`config.mk`:
```
export PLATFORM = sky130hd
export DESIGN_NAME = deque_with_search_remove_top
export DESIGN_NICKNAME = d
export VERILOG_FILES = /design/src/rtl/dqsr_pkg.sv /design/src/rtl/dqsr_ctrl.sv /design/src/rtl/dqsr_dpath.sv /design/src/rtl/deque_with_search_remove_top.sv
export VERILOG_INCLUDE_DIRS = /design/src /design/src/rtl
export SDC_FILE = /design/constraint.sdc
export NUM_CORES = 1
export LEC_CHECK = 0
export ABC_AREA = 1
export ABC_CLOCK_PERIOD_IN_PS = 7400
export BUFFER_PORTS_ARGS = -buffer_cell sky130_fd_sc_hd__buf_2
export CAP_MARGIN = 20
export CORE_ASPECT_RATIO = 0.6
export CORE_MARGIN = 3
export CORE_UTILIZATION = 49
export CTS_CLUSTER_DIAMETER = 40
export DETAILED_ROUTE_END_ITERATION = 12
export PLACE_DENSITY = 0.63
export SLEW_MARGIN = 15
export SYNTH_ARGS = -nofsm -noshare
export SYNTH_HDL_FRONTEND = slang
export SYNTH_SLANG_ARGS = --single-unit
```
`constraint.sdc`:
```
create_clock -name clk -period 7.4 [get_ports clk]
set_input_delay 2.22 -clock clk [delete_from_list [all_inputs] [get_ports clk]]
set_output_delay 2.22 -clock clk [all_outputs]
set_load 0.03 [all_outputs]
```
`src/rtl/deque_with_search_remove_top_assert.svh`:
```
// Assertion macros shared by the deque controller and datapath.
`ifndef DEQUE_WITH_SEARCH_REMOVE_TOP_ASSERT_SVH
`define DEQUE_WITH_SEARCH_REMOVE_TOP_ASSERT_SVH

// Implication checked in the same cycle as the antecedent.
`define DQSR_ASSERT_NOW(label, ante, cons, msg) \
	label: assert property (@(posedge clk) disable iff (!arst_n) (ante) |-> (cons)) \
		else $error(msg);

// Implication checked in the cycle after the antecedent.
`define DQSR_ASSERT_NEXT(label, ante, cons, msg) \
	label: assert property (@(posedge clk) disable iff (!arst_n) (ante) |=> (cons)) \
		else $error(msg);

`endif

```
`src/rtl/dqsr_pkg.sv`:
```
// Package with operation codes, status codes, state type and control structs for the deque.
package dqsr_pkg;

	localparam int unsigned VALUE_W = 32;
	localparam int unsigned OP_W    = 3;
	localparam int unsigned ST_W    = 2;

	localparam logic [OP_W-1:0] OP_PUSH_FRONT = 3'd0;
	localparam logic [OP_W-1:0] OP_PUSH_BACK  = 3'd1;
	localparam logic [OP_W-1:0] OP_POP_FRONT  = 3'd2;
	localparam logic [OP_W-1:0] OP_POP_BACK   = 3'd3;
	localparam logic [OP_W-1:0] OP_CONTAINS   = 3'd4;
	localparam logic [OP_W-1:0] OP_REMOVE     = 3'd5;
	localparam logic [OP_W-1:0] OP_PEEK       = 3'd6;

	localparam logic [ST_W-1:0] ST_OK    = 2'd0;
	localparam logic [ST_W-1:0] ST_EMPTY = 2'd1;
	localparam logic [ST_W-1:0] ST_FULL  = 2'd2;

	typedef enum logic [2:0] {
		S_IDLE,
		S_EXEC,
		S_SCAN,
		S_SHIFT,
		S_RD_FRONT,
		S_RD_BACK,
		S_DONE
	} state_t;

	// Commands from the controller to the datapath.
	typedef struct packed {
		logic load;
		logic exec;
		logic scan_step;
		logic shift_step;
		logic shift_end;
		logic rd_front;
		logic rd_back;
		logic out_load;
	} cmd_t;

	// Status from the datapath to the controller.
	typedef struct packed {
		logic op_search;
		logic op_remove;
		logic count_zero;
		logic match;
		logic scan_last;
		logic shift_more;
	} sts_t;

endpackage

```
`src/rtl/dqsr_ctrl.sv`:
```
// Controller state machine that sequences each deque request.
`include "deque_with_search_remove_top_assert.svh"

module dqsr_ctrl (
	input  logic           clk,
	input  logic           arst_n,
	input  logic           in_valid,
	output logic           in_stall,
	output logic           out_valid,
	input  logic           out_stall,
	input  dqsr_pkg::sts_t sts,
	output dqsr_pkg::cmd_t cmd
);

	dqsr_pkg::state_t state_q, state_d;
	logic             out_valid_q;
	logic             out_free;

	assign out_free  = !out_valid_q || !out_stall;
	assign in_stall  = (state_q != dqsr_pkg::S_IDLE);
	assign out_valid = out_valid_q;

	always_comb begin
		state_d = state_q;
		unique case (state_q)
			dqsr_pkg::S_IDLE: begin
				if (in_valid) state_d = dqsr_pkg::S_EXEC;
			end
			dqsr_pkg::S_EXEC: begin
				if (sts.op_search && !sts.count_zero) state_d = dqsr_pkg::S_SCAN;
				else state_d = dqsr_pkg::S_RD_FRONT;
			end
			dqsr_pkg::S_SCAN: begin
				priority if (sts.match) begin
					state_d = sts.op_remove ? dqsr_pkg::S_SHIFT : dqsr_pkg::S_RD_FRONT;
				end else if (sts.scan_last) begin
					state_d = dqsr_pkg::S_RD_FRONT;
				end else begin
					state_d = dqsr_pkg::S_SCAN;
				end
			end
			dqsr_pkg::S_SHIFT: begin
				if (!sts.shift_more) state_d = dqsr_pkg::S_RD_FRONT;
			end
			dqsr_pkg::S_RD_FRONT: state_d = dqsr_pkg::S_RD_BACK;
			dqsr_pkg::S_RD_BACK:  state_d = dqsr_pkg::S_DONE;
			dqsr_pkg::S_DONE: begin
				if (out_free) state_d = dqsr_pkg::S_IDLE;
			end
			default: state_d = dqsr_pkg::S_IDLE;
		endcase
	end

	always_comb begin
		cmd            = '0;
		cmd.load       = (state_q == dqsr_pkg::S_IDLE) && in_valid;
		cmd.exec       = (state_q == dqsr_pkg::S_EXEC);
		cmd.scan_step  = (state_q == dqsr_pkg::S_SCAN);
		cmd.shift_step = (state_q == dqsr_pkg::S_SHIFT) && sts.shift_more;
		cmd.shift_end  = (state_q == dqsr_pkg::S_SHIFT) && !sts.shift_more;
		cmd.rd_front   = (state_q == dqsr_pkg::S_RD_FRONT);
		cmd.rd_back    = (state_q == dqsr_pkg::S_RD_BACK);
		cmd.out_load   = (state_q == dqsr_pkg::S_DONE) && out_free;
	end

	always_ff @(posedge clk or negedge arst_n) begin
		if (!arst_n) begin
			state_q     <= dqsr_pkg::S_IDLE;
			out_valid_q <= 1'b0;
		end else begin
			state_q     <= state_d;
			out_valid_q <= cmd.out_load || (out_valid_q && out_stall);
		end
	end

	`DQSR_ASSERT_NEXT(a_busy_after_accept, in_valid && !in_stall, in_stall,
		"accepted a transaction but did not go busy")
	`DQSR_ASSERT_NOW(a_no_overwrite, out_valid_q && out_stall, !cmd.out_load,
		"result overwritten while stalled")
	`DQSR_ASSERT_NOW(a_scan_nonempty, state_q == dqsr_pkg::S_SCAN, !sts.count_zero,
		"search walk on an empty queue")

endmodule

```
`src/rtl/dqsr_dpath.sv`:
```
// Datapath of the deque: entry memory, head and count registers, search walk and result register.
`include "deque_with_search_remove_top_assert.svh"

module dqsr_dpath #(
	parameter int unsigned DEPTH = 16,
	localparam int unsigned IdxW = $clog2(DEPTH),
	localparam int unsigned CntW = $clog2(DEPTH + 1)
) (
	input  logic                                  clk,
	input  logic                                  arst_n,
	input  dqsr_pkg::cmd_t                        cmd,
	output dqsr_pkg::sts_t                        sts,
	input  logic [dqsr_pkg::OP_W-1:0]             op,
	input  logic signed [dqsr_pkg::VALUE_W-1:0]   data_value,
	output logic [dqsr_pkg::ST_W-1:0]             status,
	output logic                                  found,
	output logic signed [dqsr_pkg::VALUE_W-1:0]   front_value,
	output logic signed [dqsr_pkg::VALUE_W-1:0]   back_value,
	output logic [CntW-1:0]                       entry_count,
	output logic                                  is_empty
);

	logic [dqsr_pkg::VALUE_W-1:0] mem [DEPTH];
	logic [dqsr_pkg::VALUE_W-1:0] rd_data_q;
	logic [dqsr_pkg::VALUE_W-1:0] value_q;
	logic [dqsr_pkg::VALUE_W-1:0] front_q;
	logic [dqsr_pkg::OP_W-1:0]    op_q;
	logic [dqsr_pkg::ST_W-1:0]    status_q;
	logic                         found_q;
	logic [IdxW-1:0]              head_q;
	logic [CntW-1:0]              count_q;
	logic [CntW-1:0]              scan_q;

	logic                         rd_en, wr_en;
	logic [IdxW-1:0]              rd_addr, wr_addr;
	logic [dqsr_pkg::VALUE_W-1:0] wr_data;
	logic [IdxW-1:0]              head_dec, head_inc;
	logic                         full, empty;
	logic [CntW-1:0]              back_pos;
	logic [CntW:0]                scan_next;

	// Physical slot of a position counted from the front; the sum never reaches twice DEPTH.
	function automatic logic [IdxW-1:0] slot_of(input logic [IdxW-1:0] head,
	                                            input logic [CntW-1:0] pos);
		logic [CntW:0] sum;
		sum = (CntW + 1)'(head) + (CntW + 1)'(pos);
		if (sum >= (CntW + 1)'(DEPTH)) sum = sum - (CntW + 1)'(DEPTH);
		return sum[IdxW-1:0];
	endfunction

	assign full      = (count_q == CntW'(DEPTH));
	assign empty     = (count_q == '0);
	assign head_dec  = (head_q == '0) ? IdxW'(DEPTH - 1) : head_q - IdxW'(1);
	assign head_inc  = (head_q == IdxW'(DEPTH - 1)) ? '0 : head_q + IdxW'(1);
	assign back_pos  = empty ? '0 : count_q - CntW'(1);
	assign scan_next = (CntW + 1)'(scan_q) + (CntW + 1)'(1);

	assign sts.op_search  = (op_q == dqsr_pkg::OP_CONTAINS) || (op_q == dqsr_pkg::OP_REMOVE);
	assign sts.op_remove  = (op_q == dqsr_pkg::OP_REMOVE);
	assign sts.count_zero = empty;
	assign sts.match      = (rd_data_q == value_q);
	assign sts.scan_last  = (scan_next == (CntW + 1)'(count_q));
	assign sts.shift_more = (scan_next < (CntW + 1)'(count_q));

	// Read port: the walk reads one position ahead so a compare or a move completes every cycle.
	always_comb begin
		rd_en   = cmd.exec || cmd.scan_step || cmd.shift_step || cmd.rd_front || cmd.rd_back;
		rd_addr = head_q;
		priority if (cmd.scan_step) begin
			rd_addr = slot_of(head_q, scan_q + CntW'(1));
		end else if (cmd.shift_step) begin
			rd_addr = slot_of(head_q, scan_q + CntW'(2));
		end else if (cmd.rd_back) begin
			rd_addr = slot_of(head_q, back_pos);
		end else begin
			rd_addr = head_q;
		end
	end

	always_comb begin
		wr_en   = 1'b0;
		wr_addr = head_dec;
		wr_data = value_q;
		priority if (cmd.shift_step) begin
			wr_en   = 1'b1;
			wr_addr = slot_of(head_q, scan_q);
			wr_data = rd_data_q;
		end else if (cmd.exec && !full && (op_q == dqsr_pkg::OP_PUSH_FRONT)) begin
			wr_en   = 1'b1;
			wr_addr = head_dec;
		end else if (cmd.exec && !full && (op_q == dqsr_pkg::OP_PUSH_BACK)) begin
			wr_en   = 1'b1;
			wr_addr = slot_of(head_q, count_q);
		end else begin
			wr_en   = 1'b0;
		end
	end

	always_ff @(posedge clk) begin
		if (wr_en) mem[wr_addr] <= wr_data;
		if (rd_en) rd_data_q <= mem[rd_addr];
	end

	always_ff @(posedge clk or negedge arst_n) begin
		if (!arst_n) begin
			head_q  <= '0;
			count_q <= '0;
		end else if (cmd.exec) begin
			unique case (op_q)
				dqsr_pkg::OP_PUSH_FRONT: begin
					if (!full) begin
						head_q  <= head_dec;
						count_q <= count_q + CntW'(1);
					end
				end
				dqsr_pkg::OP_PUSH_BACK: begin
					if (!full) count_q <= count_q + CntW'(1);
				end
				dqsr_pkg::OP_POP_FRONT: begin
					if (!empty) begin
						head_q  <= head_inc;
						count_q <= count_q - CntW'(1);
					end
				end
				dqsr_pkg::OP_POP_BACK: begin
					if (!empty) count_q <= count_q - CntW'(1);
				end
				default: ;
			endcase
		end else if (cmd.shift_end) begin
			count_q <= count_q - CntW'(1);
		end
	end

	always_ff @(posedge clk) begin
		if (cmd.load) begin
			op_q    <= op;
			value_q <= data_value;
		end
		if (cmd.exec) begin
			found_q <= 1'b0;
			scan_q  <= '0;
			unique case (op_q)
				dqsr_pkg::OP_PUSH_FRONT, dqsr_pkg::OP_PUSH_BACK: begin
					status_q <= full ? dqsr_pkg::ST_FULL : dqsr_pkg::ST_OK;
				end
				dqsr_pkg::OP_POP_FRONT, dqsr_pkg::OP_POP_BACK, dqsr_pkg::OP_PEEK: begin
					status_q <= empty ? dqsr_pkg::ST_EMPTY : dqsr_pkg::ST_OK;
				end
				default: status_q <= dqsr_pkg::ST_OK;
			endcase
		end
		if (cmd.scan_step) begin
			if (sts.match) found_q <= 1'b1;
			else scan_q <= scan_q + CntW'(1);
		end
		if (cmd.shift_step) scan_q <= scan_q + CntW'(1);
		if (cmd.rd_back) front_q <= rd_data_q;
		if (cmd.out_load) begin
			status      <= status_q;
			found       <= found_q;
			front_value <= empty ? '0 : front_q;
			back_value  <= empty ? '0 : rd_data_q;
			entry_count <= count_q;
			is_empty    <= empty;
		end
	end

	`DQSR_ASSERT_NOW(a_count_bound, 1'b1, count_q <= CntW'(DEPTH), "entry count beyond depth")
	`DQSR_ASSERT_NOW(a_head_bound, 1'b1, (CntW + 1)'(head_q) < (CntW + 1)'(DEPTH),
		"head index out of range")
	`DQSR_ASSERT_NEXT(a_empty_flag, cmd.out_load, is_empty == (entry_count == '0),
		"empty flag disagrees with count")

endmodule

```
`src/rtl/deque_with_search_remove_top.sv`:
```
// Top level of the deque with search and remove: the controller joined to the datapath.
// Push, pop, peek and the unused code pass through EXEC, RD_FRONT, RD_BACK and DONE before out_valid rises.
// Contains walks the entries in S_SCAN, comparing each in turn until a match or the last entry;
// on a match, remove then moves each later entry up in S_SHIFT and drops the count at its end.
// One request is worked at a time; the next is taken once the result sits in the output register.
// Reset clears the controller, head index and count; memory contents are not cleared.
module deque_with_search_remove_top #(
	parameter int unsigned DEPTH = 16,
	localparam int unsigned CntW = $clog2(DEPTH + 1)
) (
	input  logic                                clk,
	input  logic                                arst_n,
	input  logic                                in_valid,
	output logic                                in_stall,
	input  logic [dqsr_pkg::OP_W-1:0]           op,
	input  logic signed [dqsr_pkg::VALUE_W-1:0] data_value,
	output logic                                out_valid,
	input  logic                                out_stall,
	output logic [dqsr_pkg::ST_W-1:0]           status,
	output logic                                found,
	output logic signed [dqsr_pkg::VALUE_W-1:0] front_value,
	output logic signed [dqsr_pkg::VALUE_W-1:0] back_value,
	output logic [CntW-1:0]                     entry_count,
	output logic                                is_empty
);

	dqsr_pkg::cmd_t cmd;
	dqsr_pkg::sts_t sts;

	dqsr_ctrl u_ctrl (
		.clk       (clk),
		.arst_n    (arst_n),
		.in_valid  (in_valid),
		.in_stall  (in_stall),
		.out_valid (out_valid),
		.out_stall (out_stall),
		.sts       (sts),
		.cmd       (cmd)
	);

	dqsr_dpath #(
		.DEPTH (DEPTH)
	) u_dpath (
		.clk         (clk),
		.arst_n      (arst_n),
		.cmd         (cmd),
		.sts         (sts),
		.op          (op),
		.data_value  (data_value),
		.status      (status),
		.found       (found),
		.front_value (front_value),
		.back_value  (back_value),
		.entry_count (entry_count),
		.is_empty    (is_empty)
	);

endmodule
```
==> results of run 1 <==
-- state kept, by name, indices dropped and copies added, names as in the netlist, 2 cells and up --
name,flops
u_dpath.head_q,4
u_dpath.front_q,32
u_dpath.entry_count,5
u_dpath.front_value,32
u_dpath.count_q,5
u_dpath.status_q,2
u_dpath.value_q,32
u_dpath.op_q,3
u_ctrl.state_q,3
u_dpath.status,2
u_dpath.mem,512
u_dpath.back_value,32
u_dpath.scan_q,5
u_dpath.rd_data_q,32
-- layout by cell type, fill, tap and decap left out, types with 30 or more instances in the layout --
master	Yosys	layout
nand2_1	653	649
nor2_1	48	30
edfxtp_1	686	686
o21ai_0	35	31
clkbuf_16	0	69
buf_2	93	113
inv_1	445	445
buf_4	11	40
nand3_1	606	604
nand3b_1	68	68
-- worst max-delay path, stage by stage (launching register included) --
cell and delay (ns):
dfrtp_1 0.41, inv_1 0.21, ha_1 0.24, nand3_2 0.53, buf_4 0.49, nand2_1 0.11
inv_1 0.04, ha_1 0.20, fa_1 0.44, xor2_1 0.17, o21ai_0 0.15, o21ai_0 0.14
nand2_1 0.12, nand2_2 0.44, inv_2 0.15, buf_4 0.79, nand3_1 0.24, nand3_1 0.12
nand2_1 0.06
-- cells by family (layout without fill, tap and decap cells) --
logic type / after synthesis / in the layout / synth area share
compound gates: 67 / 67 / 0.0122
xor+xnor: 44 / 44 / 0.0124
buf+inv: 598 / 728 / 0.0774
simple gates: 1409 / 1409 / 0.206
flops: 705 / 705 / 0.678
fa+ha+maj: 32 / 32 / 0.0141
-- metal layers --
metal  track usage  wire length [um]  up-vias
met2         0.360             35800      842
met3        0.0398              6030      145
met1         0.354             35100    10100
met4        0.0722              2160        0
met5             0                 0        -
li1              -                 -     9713
-- power groups by stage --
stage               clock, W  sequential [W]  combinational (W)
finish               0.00338         0.00582            0.00732
global route         0.00360         0.00585            0.00814
global placement           0         0.00589            0.00710
CTS                  0.00344         0.00582            0.00726
detailed placement         0         0.00590            0.00723
floorplan                  0         0.00583            0.00513
-- final cells by class --
class / instances / area, um2
multi-input combinational: 1552 / 7830
sequential: 705 / 21000
timing repair buffer: 159 / 993
clock buffer: 79 / 1760
inverter: 450 / 1690
tap: 828 / 1040
clock inverter: 40 / 364
fill: 5206 / 27100
-- metrics by stage --
stage,worst slack (ns),power (W),std cells
6_report,2.03,0.0165,3813
5_1_grt,1.58,0.0176,3813
4_1_cts,2.00,0.0165,3809
3_5_place_dp,2.03,0.0131,3690
3_3_place_gp,2.13,0.0130,3690
2_1_floorplan,1.19,0.0110,2855
-- worst max path at each step --
stage,from,to,cells after the start
finish,u_dpath.count_q[1],u_dpath.rd_data_q[4],18
detailed placement,u_dpath.count_q[1],u_dpath.rd_data_q[9],18
CTS,u_dpath.count_q[1],u_dpath.rd_data_q[9],18
floorplan,out_stall,u_dpath.back_value[0],1
global route,u_dpath.count_q[1],u_dpath.rd_data_q[4],18
global placement,u_dpath.count_q[1],u_dpath.rd_data_q[4],18
==> results.txt, run 1 <==
hold buffer count at cts = 0
post-layout util = 0.561
worst-path fanout max = 64
R2R cell count = 18
# DRC = 0
DP Wirelength = 44200 um
fmax = 0.186 GHz
Worst EP required = 7.74 ns
Core Box Area = 61800 um2
routability cong. = 0.890
first-pass GRT wire length = 120000 um
Max-Cap Viols = 0
Power Dens Cells = 476 nW/um2
Syn-to-layout area delta = 11.8%
NetSw = 0.00708 W
r2r setup slk = 2.03 ns
standard-cell row count = 70
top-count cell post-synth = edfxtp_1
Clk pwr share = 0.205
Yosys top cell by area = edfxtp_1
asr flop ratio synth = 0.0184
Clk Latency, worst-skew pair = 0.60 ns
vias in the first global route = 19800
clock transition at the registers of the reported paths = 0.06 ns
Distinct cells, synth = 41
reg-to-reg endpoint = u_dpath.rd_data_q[4]
Synth Area per Inst = 10.9 um2
fin crit period = 5.37 ns
nets@finish = 3005
CTS tree = done
largest cells by area after synthesis = edfxtp_1 (66%), nand3_1 (9.8%), nand2_1 (7.9%), inv_1 (5.4%), nand3b_1 (1.6%)
clock tree buffer depth = 3
number of vias per cell = 5.46
fin. max-slew vios = 0
HP Class = reg -> reg
Resize count post-CTS = 0
DP Area = 32500 um2
Post-CTS Setup Bufs = 0
Leakage = 14.3 nW
Post-Syn Instances = 2855
vias = 20800
synthesis warning total = 0
Boundary Pins = 114
Routed WL per cell = 20.8 um
diode count = 0
Final ANT Viol Nets = 0
Yosys top cell area share = 0.663
Worst setup SP type = register
WS Path Type = reg -> reg
WHS = 0.419 ns
Tot GR Track Use = 0.238
CTS Buf Count = 66
Clock Tree Root = clkbuf_16
Worst slew margin = 0.181
HP Start = u_dpath.status_q[1]
worst clock skew = 0.0177 ns
CP Data Arrival Time = 5.71 ns
fin area = 34700 um2
Die X-Extent = 331 um
Peak supply drop = 0.498 mV
fin crit share = 0.725
DRT Wirelength = 79200 um
sequential share of the synthesized area = 0.678
Net Sw Frac = 0.429
crit end category = register
synthesized cell area = 31100 um2
clock sinks = 705
Slew @ Worst Pin = 1.23 ns
H-tree levels = 3
DR pass1 iterations = 6
I/O Buffers = 113
power share of the sequential group = 0.352
share of cells above drive strength 1 = 0.104
Initial Util = 0.502
worst r2r src = u_dpath.count_q[1]
Worst Hold Path Cells = 0
status = complete, no violations
flops & latches, synth = 705
most common flop cell mapped by yosys = edfxtp_1
count of final setup violators = 0
number of enable flip-flop cells after synthesis = 686
RSZ-0062 raised after global routing = no
Synth Net Count = 2926
hold worst-path end = u_dpath.status[1]
Comb power frac = 0.443
pin count of the biggest net entering global routing = 232
initial antenna violation count = 0
height of the die = 201 um
Pint = 0.00944 W
top cells by count, synth = edfxtp_1 (686), nand2_1 (653), nand3_1 (606)
Fin. Hold Viols = 0
setup TNS = 0 ns
die area = 66500 um2
total grt overflow = 0
initial drt markers = 2293
(Power assumes the default switching activity.)
==> run 2, diff against run 1 <==
--- a/config.mk
+++ b/config.mk
@@ -6,8 +6,8 @@
 export SDC_FILE = /design/constraint.sdc
 export NUM_CORES = 1
 export LEC_CHECK = 0
-export ABC_AREA = 1
-export ABC_CLOCK_PERIOD_IN_PS = 7400
+export ABC_AREA = 0
+export ABC_CLOCK_PERIOD_IN_PS = 4600
 export BUFFER_PORTS_ARGS = -buffer_cell sky130_fd_sc_hd__buf_2
 export CAP_MARGIN = 20
 export CORE_ASPECT_RATIO = 0.6
@@ -15,7 +15,7 @@
 export CORE_UTILIZATION = 49
 export CTS_CLUSTER_DIAMETER = 40
 export DETAILED_ROUTE_END_ITERATION = 12
-export PLACE_DENSITY = 0.63
+export PLACE_DENSITY = 0.66
 export SLEW_MARGIN = 15
 export SYNTH_ARGS = -nofsm -noshare
 export SYNTH_HDL_FRONTEND = slang
==> constraint.sdc (replaced) <==
create_clock -name clk -period 4.6 [get_ports clk]
set_input_delay 1.38 -clock clk [delete_from_list [all_inputs] [get_ports clk]]
set_output_delay 1.38 -clock clk [all_outputs]
set_load 0.03 [all_outputs]
==> results.txt, run 2 <==
status = complete, no violations (unchanged)
number of vias per cell = 6.39 (was 5.46)
top cells by count, synth = edfxtp_1 (686), nor2_1 (225), nand2_1 (134), o22ai_1 (134), o211ai_1 (98) (was edfxtp_1 (686), nand2_1 (653), nand3_1 (606))
Clock Tree Root = clkbuf_16 (unchanged)
Tot GR Track Use = 0.262 (was 0.238)
asr flop ratio synth = 0.0184 (unchanged)
synthesis warning total = 0 (unchanged)
Worst EP required = 4.97 ns (was 7.74 ns)
first-pass GRT wire length = 122000 um (was 120000 um)
most frequent cells in the layout = edfxtp_1 (686), nor2_1 (205), o22ai_1 (134) (was edfxtp_1 (686), nand2_1 (649), nand3_1 (604))
clock sinks = 705 (unchanged)
commonest non-fill, non-tap cell in the layout = edfxtp_1 (unchanged)
share of cells above drive strength 1 = 0.151 (was 0.104)
# DRC = 0 (unchanged)
Synth Area per Inst = 14.1 um2 (was 10.9 um2)
fin crit share = 0.936 (was 0.725)
Die X-Extent = 323 um (was 331 um)
worst-path fanout max = 12 (was 64)
CP Data Arrival Time = 4.68 ns (was 5.71 ns)
Core Box Area = 59400 um2 (was 61800 um2)
clock transition at the registers of the reported paths = 0.06 ns (about the same)
initial drt markers = 2690 (was 2293)
Worst Hold Path Cells = 0 (unchanged)
CTS Buf Count = 70 (was 66)
WS Path Type = reg -> reg (unchanged)
Yosys top cell area share = 0.697 (was 0.663)
pre-CTS setup slack = 0.0981 ns (was 2.03 ns)
total grt overflow = 0 (unchanged)
diode count = 0 (unchanged)
routability cong. = 0.900 (was 0.890)
I/O Buffers = 113 (unchanged)
standard-cell row count = 69 (was 70)
largest cells by area after synthesis = edfxtp_1 (70%), nor2_1 (2.9%), o22ai_1 (2.8%), o211ai_1 (2.5%), or3_1 (2.0%) (was edfxtp_1 (66%), nand3_1 (9.8%), nand2_1 (7.9%), inv_1 (5.4%), nand3b_1 (1.6%))
fin. max-slew vios = 0 (unchanged)
Yosys top cell by area = edfxtp_1 (unchanged)
Boundary Pins = 114 (unchanged)
DRT Wirelength = 83000 um (was 79200 um)
Routed WL per cell = 27.4 um (was 20.8 um)
Post-Syn Instances = 2090 (was 2855)
synthesized cell area = 29500 um2 (was 31100 um2)
top-count cell post-synth = edfxtp_1 (unchanged)
DR pass1 iterations = 5 (was 6)
most common flop cell mapped by yosys = edfxtp_1 (unchanged)
clock tree buffer depth = 3 (unchanged)
count of final setup violators = 0 (unchanged)
Initial Util = 0.497 (was 0.502)
Distinct cells, synth = 68 (was 41)
Synth Net Count = 2161 (was 2926)
final setup margin = 0.293 ns (was 2.03 ns)
Slew @ Worst Pin = 1.09 ns (was 1.23 ns)
number of enable flip-flop cells after synthesis = 686 (unchanged)
fmax = 0.232 GHz (was 0.186 GHz)
vias = 19400 (was 20800)
DP Wirelength = 50400 um (was 44200 um)
RSZ-0062 raised after global routing = no (unchanged)
Resize count post-CTS = 0 (unchanged)
hold buffer count at cts = 0 (unchanged)
Max-Cap Viols = 0 (unchanged)
die area = 63400 um2 (was 66500 um2)
R2R cell count = 16 (was 18)
Final ANT Viol Nets = 0 (unchanged)
height of the die = 196 um (was 201 um)
sequential share of the synthesized area = 0.712 (was 0.678)
vias in the first global route = 18300 (was 19800)
Clk Latency, worst-skew pair = 0.63 ns (was 0.60 ns)
Syn-to-layout area delta = 14.3% (was 11.8%)
Worst setup SP type = register (unchanged)
H-tree levels = 3 (unchanged)
flops & latches, synth = 705 (unchanged)
CTS tree = done (unchanged)
initial antenna violation count = 6 (was 0)
crit end category = register (unchanged)
Largest register FFs = 512 (unchanged)
nets@finish = 2270 (was 3005)
HP Class = reg -> reg (unchanged)
Post-CTS Setup Bufs = 0 (unchanged)
pin count of the biggest net entering global routing = 74 (was 232)
worst clock skew = 0.0267 ns (was 0.0177 ns)
fin crit period = 4.31 ns (was 5.37 ns)
setup TNS = 0 ns (unchanged)
Fin. Hold Viols = 0 (unchanged)
Top reg by flops = u_dpath.mem (unchanged)
Worst slew margin = 0.270 (was 0.181)
run 2: cell types whose count changed after synthesis, sizes merged, moves of 96 or more:
cell | before | now
inv | 449 | 21
nand2 | 656 | 135
nand3 | 606 | 12
nor2 | 52 | 225
o211ai | 3 | 99
o22ai | 2 | 134
run 2: worst paths after layout:
check	from	end	slack [ns]
worst max register to register	u_dpath.count_q[1]	u_dpath.rd_data_q[21]	0.29
worst min register to register	u_dpath.status_q[0]	u_dpath.status[0]	0.44
min in group asynchronous	arst_n	u_ctrl.out_valid	0.67
max in group asynchronous	arst_n	u_dpath.count_q[0]	3.65
worst min-delay path	u_dpath.status_q[0]	u_dpath.status[0]	0.44
worst max-delay path	u_dpath.count_q[1]	u_dpath.rd_data_q[21]	0.29
run 2: layer usage:
metal | routed length [um] | GRT usage | up-vias
met5 | 26 | 0 | -
met2 | 34800 | 0.364 | 1136
met4 | 2010 | 0.0710 | 4
li1 | - | - | 8445
met1 | 35400 | 0.394 | 9647
met3 | 10700 | 0.0860 | 144
run 2: critical path, stage by stage (launching register included):
cell	delay, ns
dfrtp_1	0.46
inv_1	0.20
ha_1	0.20
nor3b_2	0.33
and2_2	0.24
nor2_1	0.05
ha_1	0.22
fa_1	0.41
xnor2_1	0.22
nor2_1	0.06
a21oi_1	0.12
o21ai_0	0.19
a31o_2	0.32
nor2_4	0.22
buf_4	0.30
o311ai_1	0.24
and4_1	0.26
run 2: cells by family (layout without fill, tap and decap cells):
group / Yosys count / after routing / synth area share
and+or+nand+nor: 646 / 646 / 0.110
DFF: 705 / 705 / 0.712
AOI/OAI and AO/OA: 469 / 469 / 0.118
muxes: 7 / 7 / 0.00263
adders and majority gates: 32 / 32 / 0.0148
buffers and inverters: 174 / 336 / 0.0256
xor gates and xnor gates: 57 / 57 / 0.0169
run 2: cell type report:
| cell class | instances | area (um2) |
|---|---|---|
| multi-input cells | 1211 | 7980 |
| fillers | 4671 | 25600 |
| flip-flops and latches | 705 | 21000 |
| well taps | 781 | 977 |
| clock buffers | 81 | 1810 |
| inverters | 21 | 78.8 |
| clock inverters | 44 | 452 |
| repair buffers | 190 | 1440 |
run 2: metrics by stage:
step / instances / area, um2 / utilization / hold slack (ns)
after floorplan: 2090 / 29600 / - / 0.400
after global placement: 2908 / 31500 / 0.531 / 0.418
after detailed placement: 2908 / 31500 / 0.531 / 0.421
after CTS: 3033 / 33800 / 0.569 / 0.435
after global routing: 3033 / 33800 / 0.569 / 0.441
final: 3033 / 33800 / 0.569 / 0.438
Power of run 2 is not shown: default switching activity piles up to over one toggle a cycle in this logic, so the estimate is an artifact.
==> run 3, diff against run 2 <==
--- a/config.mk
+++ b/config.mk
@@ -10,13 +10,13 @@
 export ABC_CLOCK_PERIOD_IN_PS = 4600
 export BUFFER_PORTS_ARGS = -buffer_cell sky130_fd_sc_hd__buf_2
 export CAP_MARGIN = 20
-export CORE_ASPECT_RATIO = 0.6
 export CORE_MARGIN = 3
 export CORE_UTILIZATION = 49
 export CTS_CLUSTER_DIAMETER = 40
 export DETAILED_ROUTE_END_ITERATION = 12
 export PLACE_DENSITY = 0.66
-export SLEW_MARGIN = 15
+export REMOVE_ABC_BUFFERS = 1
+export SLEW_MARGIN = 40
 export SYNTH_ARGS = -nofsm -noshare
 export SYNTH_HDL_FRONTEND = slang
 export SYNTH_SLANG_ARGS = --single-unit
==> results.txt, run 3 (synthesized netlist as in run 2, its figures left out) <==
pin count of the biggest net entering global routing = 74 (unchanged)
Routed WL per cell = 26.6 um (was 27.4 um)
# DRC = 0 (unchanged)
worst-path fanout max = 72 (was 12)
clock sinks = 705 (unchanged)
nets@finish = 2315 (was 2270)
WS Path Type = reg -> reg (unchanged)
Slew @ Worst Pin = 0.807 ns (was 1.09 ns)
Initial Util = 0.498 (was 0.497)
Power Dens Cells = 864 nW/um2
Clock Tree Root = clkbuf_16 (unchanged)
r2r setup slk = 0.43 ns (was 0.29 ns)
reg-to-reg endpoint = u_dpath.rd_data_q[23] (was u_dpath.rd_data_q[21])
most frequent cells in the layout = edfxtp_1 (686), nor2_1 (205), o22ai_1 (134) (unchanged)
worst r2r src = u_dpath.scan_q[2] (was u_dpath.count_q[1])
initial drt markers = 2345 (was 2690)
HP Start = u_dpath.status_q[1] (was u_dpath.status_q[0])
Worst slew margin = 0.458 (was 0.270)
Peak supply drop = 1.03 mV
WHS = 0.427 ns (was 0.438 ns)
first-pass GRT wire length = 123000 um (was 122000 um)
clock tree buffer depth = 3 (unchanged)
die area = 63300 um2 (was 63400 um2)
worst clock skew = 0.0361 ns (was 0.0267 ns)
Finished Layout Cells = 3106 (was 3033)
routability cong. = 0.843 (was 0.900)
DRT Wirelength = 82800 um (was 83000 um)
RSZ-0062 raised after global routing = no (unchanged)
Die X-Extent = 252 um (was 323 um)
CTS tree = done (unchanged)
crit end category = register (unchanged)
Fin. Hold Viols = 0 (unchanged)
Clk Latency, worst-skew pair = 0.66 ns (was 0.63 ns)
standard-cell row count = 89 (was 69)
initial antenna violation count = 0 (was 6)
hold worst-path end = u_dpath.status[1] (was u_dpath.status[0])
DP Area = 31700 um2 (was 31500 um2)
fin crit period = 4.17 ns (was 4.31 ns)
Worst setup SP type = register (unchanged)
Final ANT Viol Nets = 0 (unchanged)
number of vias per cell = 6.41 (was 6.39)
share of cells above drive strength 1 = 0.183 (was 0.151)
CP Data Arrival Time = 4.67 ns (was 4.68 ns)
setup TNS = 0 ns (unchanged)
Largest register FFs = 512 (unchanged)
Max-Cap Viols = 0 (unchanged)
vias in the first global route = 19600 (was 18300)
post-layout util = 0.592 (was 0.569)
fmax = 0.240 GHz (was 0.232 GHz)
CTS Buf Count = 101 (was 70)
Top reg by flops = u_dpath.mem (unchanged)
height of the die = 252 um (was 196 um)
Tot GR Track Use = 0.260 (was 0.262)
Worst Hold Path Cells = 0 (unchanged)
R2R cell count = 13 (was 16)
vias = 19900 (was 19400)
DR pass1 iterations = 5 (unchanged)
Core Box Area = 59400 um2 (about the same)
fin area = 35100 um2 (was 33800 um2)
count of final setup violators = 0 (unchanged)
HP Class = reg -> reg (unchanged)
status = complete, no violations (unchanged)
fin crit share = 0.906 (was 0.936)
Worst EP required = 5.11 ns (was 4.97 ns)
DP Wirelength = 46300 um (was 50400 um)
Syn-to-layout area delta = 18.9% (was 14.3%)
Leakage = 11.9 nW
fin. max-slew vios = 0 (unchanged)
commonest non-fill, non-tap cell in the layout = edfxtp_1 (unchanged)
hold buffer count at cts = 0 (unchanged)
total grt overflow = 0 (unchanged)
clock transition at the registers of the reported paths = 0.05 ns (was 0.06 ns)
I/O Buffers = 113 (unchanged)
H-tree levels = 3 (unchanged)
Boundary Pins = 114 (unchanged)
placed insts = 2911 (was 2908)
run 3: worst max path at each step:
stage	startpoint	end	slack, ns	cells after the start
final	u_dpath.scan_q[2]	u_dpath.rd_data_q[23]	0.43	13
after floorplan	u_dpath.count_q[1]	u_dpath.rd_data_q[30]	-5.63	13
after global routing	u_dpath.scan_q[2]	u_dpath.rd_data_q[23]	0.18	13
after detailed placement	u_dpath.count_q[1]	u_dpath.rd_data_q[30]	0.30	13
after global placement	u_dpath.count_q[1]	u_dpath.rd_data_q[30]	0.34	13
after CTS	u_dpath.count_q[1]	u_dpath.rd_data_q[30]	0.25	13
run 3: layer usage:
metal	vias up	share of wire	track usage	wire (um)
met5	-	0	0	0
met4	0	0.039	0.118	3240
met3	229	0.099	0.0517	8220
met2	1146	0.46	0.403	38400
met1	9951	0.40	0.360	32900
li1	8577	-	-	-
run 3: repair_timing:
item / in CTS / in global routing
setup endpoints to repair: 0 / 4
resized for setup: 0 / 1
buffers inserted: 0 / 3
run 3: cell type report:
cell class              instances  area (um2)
flip-flops and latches        705       21000
well taps                     773         967
clock buffers                 108        2600
inverters                      21        81.3
clock inverters                82         815
diodes                          2        5.00
fillers                      4473       24200
multi-input cells            1211        7970
repair buffers                204        1670
run 3: where the power goes:
part           switching (W)  internal [W]
registers           0.000585       0.00869
clock network        0.00296       0.00465
logic                0.00900       0.00449
total                 0.0125        0.0178
run 3: stage by stage:
step           worst slack (ns)  total power [W]
3_5_place_dp              0.304           0.0226
2_1_floorplan             -5.63           0.0169
5_1_grt                   0.177           0.0318
3_3_place_gp              0.340           0.0222
6_report                  0.433           0.0304
4_1_cts                   0.253           0.0303
run 3: critical path, stage by stage, from the launching register on:
cell,delay (ns)
dfxtp_1,0.42
ha_1,0.26
nand2_1,0.12
xnor2_1,0.23
ha_1,0.28
a21o_1,0.20
a21oi_1,0.22
nand3_1,0.36
o211a_2,0.53
nor2_4,0.25
buf_12,0.33
nor2_1,0.08
o311ai_1,0.42
and4_1,0.27
